$ cat config.mk
export PLATFORM = sky130hd
export DESIGN_NAME = lru_key_value_cache_unit
export DESIGN_NICKNAME = d
export VERILOG_FILES = /design/src/rtl/core/lkvc_pkg.sv /design/src/rtl/core/lkvc_ctrl.sv /design/src/rtl/core/lkvc_datapath.sv /design/src/rtl/core/lru_key_value_cache_unit.sv
export SDC_FILE = /design/constraint.sdc
export NUM_CORES = 2
export LEC_CHECK = 0
export ABC_CLOCK_PERIOD_IN_PS = 11500
export BUFFER_PORTS_ARGS = -buffer_cell sky130_fd_sc_hd__clkbuf_2
export CAP_MARGIN = 20
export CORE_UTILIZATION = 50
export CTS_CLUSTER_DIAMETER = 80
export CTS_CLUSTER_SIZE = 20
export DETAILED_ROUTE_END_ITERATION = 6
export HOLD_SLACK_MARGIN = 0.02
export PLACE_DENSITY = 0.77
export SYNTH_ARGS = -nofsm -noshare
export SYNTH_HDL_FRONTEND = slang
export SYNTH_SLANG_ARGS = --single-unit
export TNS_END_PERCENT = 20
$ cat constraint.sdc
create_clock -name clk -period 11.5 [get_ports clk]
set_input_delay 2.3 -clock clk [delete_from_list [all_inputs] [get_ports clk]]
set_output_delay 2.3 -clock clk [all_outputs]
set_load 0.01 [all_outputs]
$ cat src/rtl/core/lkvc_pkg.sv
// lkvc_pkg: shared constants and types for the lru key-value cache
// no dependencies; imported by the controller, the datapath and the top level
package lkvc_pkg;

  localparam int Depth = 16;
  localparam int IdxW  = 4;
  localparam int RankW = 4;
  localparam int CntW  = 5;
  localparam int KeyW  = 32;
  localparam int ValW  = 32;

  localparam logic [CntW-1:0] CapReset = CntW'(Depth);

  typedef enum logic {
    OP_GET = 1'b0,
    OP_PUT = 1'b1
  } op_t;

  typedef enum logic [1:0] {
    ST_IDLE,
    ST_MATCH,
    ST_UPDATE,
    ST_DONE
  } state_t;

  typedef struct packed {
    logic load;
    logic match;
    logic update;
  } cmd_t;

endpackage

$ cat src/rtl/core/lkvc_ctrl.sv
// lkvc_ctrl: sequencing state machine for the lru key-value cache
// depends on lkvc_pkg; drives datapath commands and the channel handshakes
module lkvc_ctrl
  import lkvc_pkg::*;
(
  input  logic clk,
  input  logic rst,
  input  logic in_valid,
  output logic in_ready,
  output logic out_valid,
  input  logic out_ready,
  output cmd_t cmd
);

  state_t state;
  state_t state_next;

  always_ff @(posedge clk) begin
    if (rst) begin
      state <= ST_IDLE;
    end else begin
      state <= state_next;
    end
  end

  always_comb begin
    state_next = state;
    unique case (state)
      ST_IDLE: begin
        if (in_valid) state_next = ST_MATCH;
      end
      ST_MATCH:  state_next = ST_UPDATE;
      ST_UPDATE: state_next = ST_DONE;
      ST_DONE: begin
        if (out_ready) state_next = ST_IDLE;
      end
      default: state_next = ST_IDLE;
    endcase
  end

  always_comb begin
    in_ready   = 1'b0;
    out_valid  = 1'b0;
    cmd        = '0;
    unique case (state)
      ST_IDLE: begin
        in_ready = 1'b1;
        cmd.load = in_valid;
      end
      ST_MATCH:  cmd.match  = 1'b1;
      ST_UPDATE: cmd.update = 1'b1;
      ST_DONE:   out_valid  = 1'b1;
      default: begin
        in_ready = 1'b0;
      end
    endcase
  end

  a_one_side: assert property (@(posedge clk) disable iff (rst)
    !(in_ready && out_valid))
    else $error("input and output sides active together");

  a_load_to_match: assert property (@(posedge clk) disable iff (rst)
    cmd.load |=> cmd.match)
    else $error("compare did not follow a transfer");

  a_match_to_update: assert property (@(posedge clk) disable iff (rst)
    cmd.match |=> cmd.update ##1 out_valid)
    else $error("update or result did not follow compare");

endmodule

$ cat src/rtl/core/lkvc_datapath.sv
// lkvc_datapath: entry storage, parallel key compare and age-rank update
// depends on lkvc_pkg; sequenced by lkvc_ctrl through cmd_t
module lkvc_datapath
  import lkvc_pkg::*;
(
  input  logic                   clk,
  input  logic                   rst,
  input  cmd_t                   cmd,
  input  logic                   cfg_we,
  input  logic [CntW-1:0]        cfg_data,
  input  logic                   op,
  input  logic        [KeyW-1:0] key,
  input  logic        [ValW-1:0] value,
  output logic                   hit,
  output logic        [ValW-1:0] read_value
);

  logic [CntW-1:0]  capacity;
  logic             op_q;
  logic [KeyW-1:0]  key_q;
  logic [ValW-1:0]  val_q;

  logic [KeyW-1:0]  entry_keys   [Depth];
  logic [ValW-1:0]  entry_values [Depth];
  logic [Depth-1:0] entry_valid;
  logic [RankW-1:0] entry_rank   [Depth];
  logic [CntW-1:0]  live_count;

  logic [Depth-1:0] match_vec;
  logic [IdxW-1:0]  match_idx;
  logic             hit_q;
  logic [IdxW-1:0]  hit_idx;

  logic [CntW-1:0]  cap_eff;
  logic             evict_on;
  logic [Depth-1:0] kept;
  logic [IdxW-1:0]  slot;
  logic             ins_we;
  logic [Depth-1:0] valid_next;
  logic [RankW-1:0] rank_next    [Depth];
  logic [CntW-1:0]  live_next;

  // latch the item
  always_ff @(posedge clk) begin
    if (cmd.load) begin
      op_q  <= op;
      key_q <= key;
      val_q <= value;
    end
  end

  // parallel compare, lowest matching entry
  always_comb begin
    match_idx = '0;
    for (int i = 0; i < Depth; i++) begin
      match_vec[i] = entry_valid[i] && (entry_keys[i] == key_q);
    end
    for (int i = Depth - 1; i >= 0; i--) begin
      if (match_vec[i]) match_idx = IdxW'(i);
    end
  end

  always_ff @(posedge clk) begin
    if (cmd.match) begin
      hit_q   <= |match_vec;
      hit_idx <= match_idx;
    end
  end

  // effective capacity, eviction and insert slot
  always_comb begin
    if (capacity == '0) begin
      cap_eff = CntW'(1);
    end else if (capacity > CntW'(Depth)) begin
      cap_eff = CntW'(Depth);
    end else begin
      cap_eff = capacity;
    end
    evict_on = live_count >= cap_eff;
    for (int i = 0; i < Depth; i++) begin
      kept[i] = entry_valid[i] &&
                !(evict_on && ({1'b0, entry_rank[i]} >= (cap_eff - CntW'(1))));
    end
    slot = '0;
    for (int i = Depth - 1; i >= 0; i--) begin
      if (!kept[i]) slot = IdxW'(i);
    end
    ins_we = !hit_q && (op_q == OP_PUT);
  end

  always_comb begin
    logic [RankW-1:0] hit_rank;
    hit_rank   = entry_rank[hit_idx];
    valid_next = entry_valid;
    rank_next  = entry_rank;
    live_next  = live_count;
    if (hit_q) begin
      for (int i = 0; i < Depth; i++) begin
        if (entry_valid[i] && (entry_rank[i] < hit_rank)) begin
          rank_next[i] = entry_rank[i] + RankW'(1);
        end
      end
      rank_next[hit_idx] = '0;
    end else if (ins_we) begin
      for (int i = 0; i < Depth; i++) begin
        valid_next[i] = kept[i];
        rank_next[i]  = kept[i] ? entry_rank[i] + RankW'(1) : '0;
      end
      valid_next[slot] = 1'b1;
      rank_next[slot]  = '0;
      live_next        = evict_on ? cap_eff : live_count + CntW'(1);
    end
  end

  always_ff @(posedge clk) begin
    if (rst) begin
      capacity    <= CapReset;
      entry_valid <= '0;
      entry_rank  <= '{default: '0};
      live_count  <= '0;
    end else begin
      if (cfg_we) capacity <= cfg_data;
      if (cmd.update) begin
        entry_valid <= valid_next;
        entry_rank  <= rank_next;
        live_count  <= live_next;
      end
    end
  end

  // key and value storage
  always_ff @(posedge clk) begin
    if (cmd.update) begin
      if (ins_we) begin
        entry_keys[slot]   <= key_q;
        entry_values[slot] <= val_q;
      end else if (hit_q && (op_q == OP_PUT)) begin
        entry_values[hit_idx] <= val_q;
      end
    end
  end

  // result register
  always_ff @(posedge clk) begin
    if (cmd.update) begin
      hit        <= hit_q;
      read_value <= (hit_q && (op_q == OP_GET)) ? entry_values[hit_idx] : '0;
    end
  end

  a_count_match: assert property (@(posedge clk) disable iff (rst)
    $countones(entry_valid) == 32'(live_count))
    else $error("live count disagrees with valid entries");

  a_count_bound: assert property (@(posedge clk) disable iff (rst)
    live_count <= CntW'(Depth))
    else $error("live count above depth");

  a_hit_keeps_count: assert property (@(posedge clk) disable iff (rst)
    (cmd.update && hit_q) |=> $stable(live_count) && $stable(entry_valid))
    else $error("hit changed the set of live entries");

endmodule

$ cat src/rtl/core/lru_key_value_cache_unit.sv
// Fully associative 16-entry key-value cache with least-recently-used
// replacement. An item (get or put) passes through transfer in, a parallel
// compare of all keys, a rank and storage update, and the result transfer,
// in the controller's four-state sequence; a new item is accepted only after
// the last result is taken. The user must write capacity on the cfg channel
// only while idle, which the block does not enforce; 0 acts as 1 and values
// above 16 as 16. Depends on lkvc_pkg, lkvc_ctrl and lkvc_datapath.
module lru_key_value_cache_unit
  import lkvc_pkg::*;
(
  input  logic                   clk,
  input  logic                   rst,
  input  logic                   cfg_valid,
  output logic                   cfg_ready,
  input  logic [CntW-1:0]        cfg_data,
  input  logic                   in_valid,
  output logic                   in_ready,
  input  logic                   op,
  input  logic signed [KeyW-1:0] key,
  input  logic signed [ValW-1:0] value,
  output logic                   out_valid,
  input  logic                   out_ready,
  output logic                   hit,
  output logic signed [ValW-1:0] read_value
);

  cmd_t cmd;
  logic cfg_we;

  assign cfg_ready = 1'b1;
  assign cfg_we    = cfg_valid && cfg_ready;

  lkvc_ctrl u_ctrl (
    .clk       (clk),
    .rst       (rst),
    .in_valid  (in_valid),
    .in_ready  (in_ready),
    .out_valid (out_valid),
    .out_ready (out_ready),
    .cmd       (cmd)
  );

  lkvc_datapath u_datapath (
    .clk        (clk),
    .rst        (rst),
    .cmd        (cmd),
    .cfg_we     (cfg_we),
    .cfg_data   (cfg_data),
    .op         (op),
    .key        (key),
    .value      (value),
    .hit        (hit),
    .read_value (read_value)
  );

endmodule
==> impl_metrics.json <==
{
  "outcome": "finished clean",
  "drive_above_1_share_pct": 16.22,
  "max_freq_ghz": 0.1565,
  "place_inst": 4730,
  "cp_data_required_time_ns": 11.76,
  "slowest_delay_ns": 0.99,
  "syn-num-nets": 3495,
  "drtIter0Drc": 3553,
  "grt_pass1_wl_um": 184500,
  "syn_area_per_cell_um2": 16.06,
  "initial_core_util_pct": 50.79,
  "cts.path.max_buffers": 3,
  "synth_cell_types": 88,
  "worstSetupPathDepth": 15,
  "area_growth_pct": 8.901,
  "portBuffers": 109,
  "tightestPinTransition_ns": 1.111,
  "syn_area_mm2": 0.05294,
  "final_area_mm2": 0.05765,
  "relSlewSlack_pct": 25.94,
  "insertion_delay_ns": 0.66,
  "cts_setup_buffers": 0,
  "synth_flop_cell": "edfxtp_1",
  "synth_area_leader_cell": "edfxtp_1",
  "grt_usage_pct": 23.03,
  "finalCritPeriodShare_pct": 55.57,
  "cp-startpoint": "u_datapath.capacity[1]",
  "die-area_mm2": 0.1072,
  "ir_drop_mv": 0.1496,
  "ff2ff_setup_slack_ns": 5.11,
  "cellLeakagePower_nw": 18.21,
  "cts_made_buffers": 75,
  "worstReg2RegEnd": "u_datapath.entry_values[5][15]",
  "period_minus_slack_ns": 6.391,
  "crit_chain": "nor3_1, nor2_1, nor2_1, inv_1, ha_1, ha_1, nand2_1, o21ai_0, o21ai_1, a211oi_1, o21ai_0, nor4b_1, o41a_1, o31ai_2, and3_2",
  "cts_tree": "yes",
  "synth_seq_area_share_pct": 67.41,
  "routed_wl_um": 123600,
  "drtAntennaViolNets": 0,
  "critPathArrivalTime_ns": 6.65,
  "nFillCells": 7919,
  "wl_per_cell_um": 25.60,
  "finalSetupViolCount": 0,
  "dr.pass1.iters": 6,
  "synth_seq_cells": 1219,
  "drcViolationCount": 0,
  "synth_edf_count": 1127,
  "path_buf_inv": 1,
  "num_rows": 118,
  "antenna_found_initial": 3,
  "post_cts_resized": 0,
  "hold_path_class": "reg2reg",
  "crit_end": "u_datapath.entry_values[5][15]",
  "numClockSinks": 1219,
  "root_buffer": "clkbuf_16",
  "yosys_warnings": 0,
  "worst_setup_path_start_kind": "flop",
  "vias_per_cell": 6.121,
  "async_flop_share_pct": 0,
  "die_y_um": 327.4,
  "overflow": 0,
  "io_pins": 111,
  "grt_pass1_vias": 28800,
  "slowest_stage": "and3_2",
  "cts_max_level": 3,
  "nets": 3625,
  "synth.most_common_cell": "edfxtp_1",
  "reg2reg_from": "u_datapath.capacity[1]",
  "finalMaxSlewViolations": 0,
  "setup_tns_ns": 0,
  "grt_max_degree": 102,
  "gp_congestion": 0.9100,
  "hpwlAfterDp_um": 73030,
  "hold_viol": 0,
  "place_area_mm2": 0.05546,
  "synth.top_cell.area_share_pct": 63.93,
  "finalNonFillerCells": 4829,
  "maxCapViolCount": 0,
  "fin_skew_ns": 0.03615,
  "cp_top_family": "compound AO/OA/AOI/OAI gates",
  "core_mm2": 0.1042,
  "rsz0062_at_grt": "false",
  "r2r_cells": 15,
  "endpoint_kind": "flop",
  "ys_top_cells_by_area": "edfxtp_1 64%, mux4_2 7.7%, xnor2_1 6.8%",
  "ctsHoldBuffers": 0,
  "netlist_instances": 3297,
  "power.density_mw_per_mm2": 177.8,
  "crit_fanout": 32,
  "die_w_um": 327.4,
  "vias": 29560,
  "path_clk_slew_ns": 0.08,
  "critPathKind": "reg2reg",
  "synth_common_cells": "1127 x edfxtp_1, 408 x xnor2_1, 180 x mux4_2, 123 x ha_1, 122 x nand2_1"
}
worst register-to-register path, cell delays in order (launching register included):
cell and delay, ns:
dfxtp_1 0.34, nor3_1 0.19, nor2_1 0.06, nor2_1 0.17, inv_1 0.38, ha_1 0.73, ha_1 0.43, nand2_1 0.04
o21ai_0 0.44, o21ai_1 0.15, a211oi_1 0.38, o21ai_0 0.14, nor4b_1 0.16, o41a_1 0.61, o31ai_2 0.75, and3_2 0.99
placed cells by master (no fill, tap or decap), types with 18 or more instances in the layout:
| cell type | count |
|---|---|
| nand4_1 | 119 |
| xnor2_1 | 408 |
| a21oi_1 | 76 |
| nor2b_1 | 54 |
| nand3_1 | 55 |
| nand2_1 | 122 |
| a211oi_1 | 21 |
| nand2b_1 | 30 |
| ha_1 | 122 |
| clkbuf_16 | 79 |
| clkbuf_2 | 109 |
| or2_2 | 18 |
| nor3_1 | 39 |
| dfxtp_1 | 92 |
| xor2_1 | 99 |
| buf_4 | 89 |
| edfxtp_1 | 1127 |
| a31oi_1 | 20 |
| inv_1 | 67 |
| o21ai_0 | 83 |
| nor2_1 | 87 |
| nor4_1 | 41 |
| mux4_2 | 180 |
metal layers:
metal	GRT usage (%)	routed length, um	vias up
met4	5.526	2402	0
met2	36.96	58330	1464
met5	0	0	-
met3	3.276	10840	166
li1	-	-	12970
met1	33.36	52070	14960
cell families (layout without fill, tap and decap cells):
| kind of cell | count (synthesis) | count (layout) | share of synthesized area (%) |
|---|---|---|---|
| flip-flops | 1219 | 1219 | 67.41 |
| other | 1 | 4 | 0.007084 |
| adder cells (fa/ha/maj) | 136 | 136 | 3.162 |
| AO/OA/AOI/OAI | 375 | 375 | 4.935 |
| buffers and inverters | 215 | 364 | 1.569 |
| AND/OR/NAND/NOR | 651 | 651 | 6.587 |
| XOR/XNOR | 507 | 507 | 8.388 |
| multiplexers | 193 | 193 | 7.944 |
worst min path at each step:
stage                             start                       end  slack [ns]  cells past startpoint
3_3_place_gp   u_datapath.live_count[4]  u_datapath.live_count[4]        0.48                      2
5_1_grt        u_datapath.live_count[0]  u_datapath.live_count[0]        0.57                      2
3_5_place_dp   u_datapath.live_count[4]  u_datapath.live_count[4]        0.49                      2
2_1_floorplan          u_datapath.hit_q            u_datapath.hit        0.42                      0
4_1_cts        u_datapath.live_count[4]  u_datapath.live_count[4]        0.50                      2
6_report       u_datapath.live_count[4]  u_datapath.live_count[4]        0.50                      2
per-stage QoR:
step                hold WS (ns)  power (mW)  util [%]  setup WS [ns]
floorplan                 0.4244       6.890         -          3.284
global placement          0.4759       7.605     53.21          5.361
detailed placement        0.4865       7.650     53.21          5.242
CTS                       0.4979       10.31     55.30          5.185
global route              0.5655       10.59     55.30          4.638
finish                    0.5036       10.25     55.31          5.109
flip-flops by register name (all words and copies together) (netlist names):
name / count
u_datapath.entry_values: 512
u_datapath.entry_keys: 512
u_datapath.hit_idx: 4
u_ctrl.state: 2
u_datapath.capacity: 5
u_datapath.key_q: 32
u_datapath.live_count: 5
u_datapath.op_q: 1
u_datapath.entry_rank: 64
u_datapath.entry_valid: 16
u_datapath.hit: 1
u_datapath.val_q: 32
u_datapath.read_value: 32
u_datapath.hit_q: 1
report_power, final:
group | leakage, nW | total, mW | internal [mW] | switching, mW
logic | 6.22 | 2.15 | 0.823 | 1.32
clock network | 1.07 | 2.69 | 1.29 | 1.40
registers | 10.9 | 5.41 | 5.24 | 0.175
total | 18.2 | 10.2 | 7.35 | 2.90
area by class of cell:
class	instances	area (um2)	share of cell area [%]
Sequential cell	1219	35680	61.90
Multi-Input combinational cell	1863	16560	28.73
Clock buffer	83	1992	3.455
Tap cell	1380	1727	2.995
Timing Repair Buffer	199	1234	2.140
Inverter	69	259.0	0.4493
Clock inverter	13	186.4	0.3234
Antenna cell	3	7.507	0.01302
No activity file was read; power rests on OpenSTA's default activity.
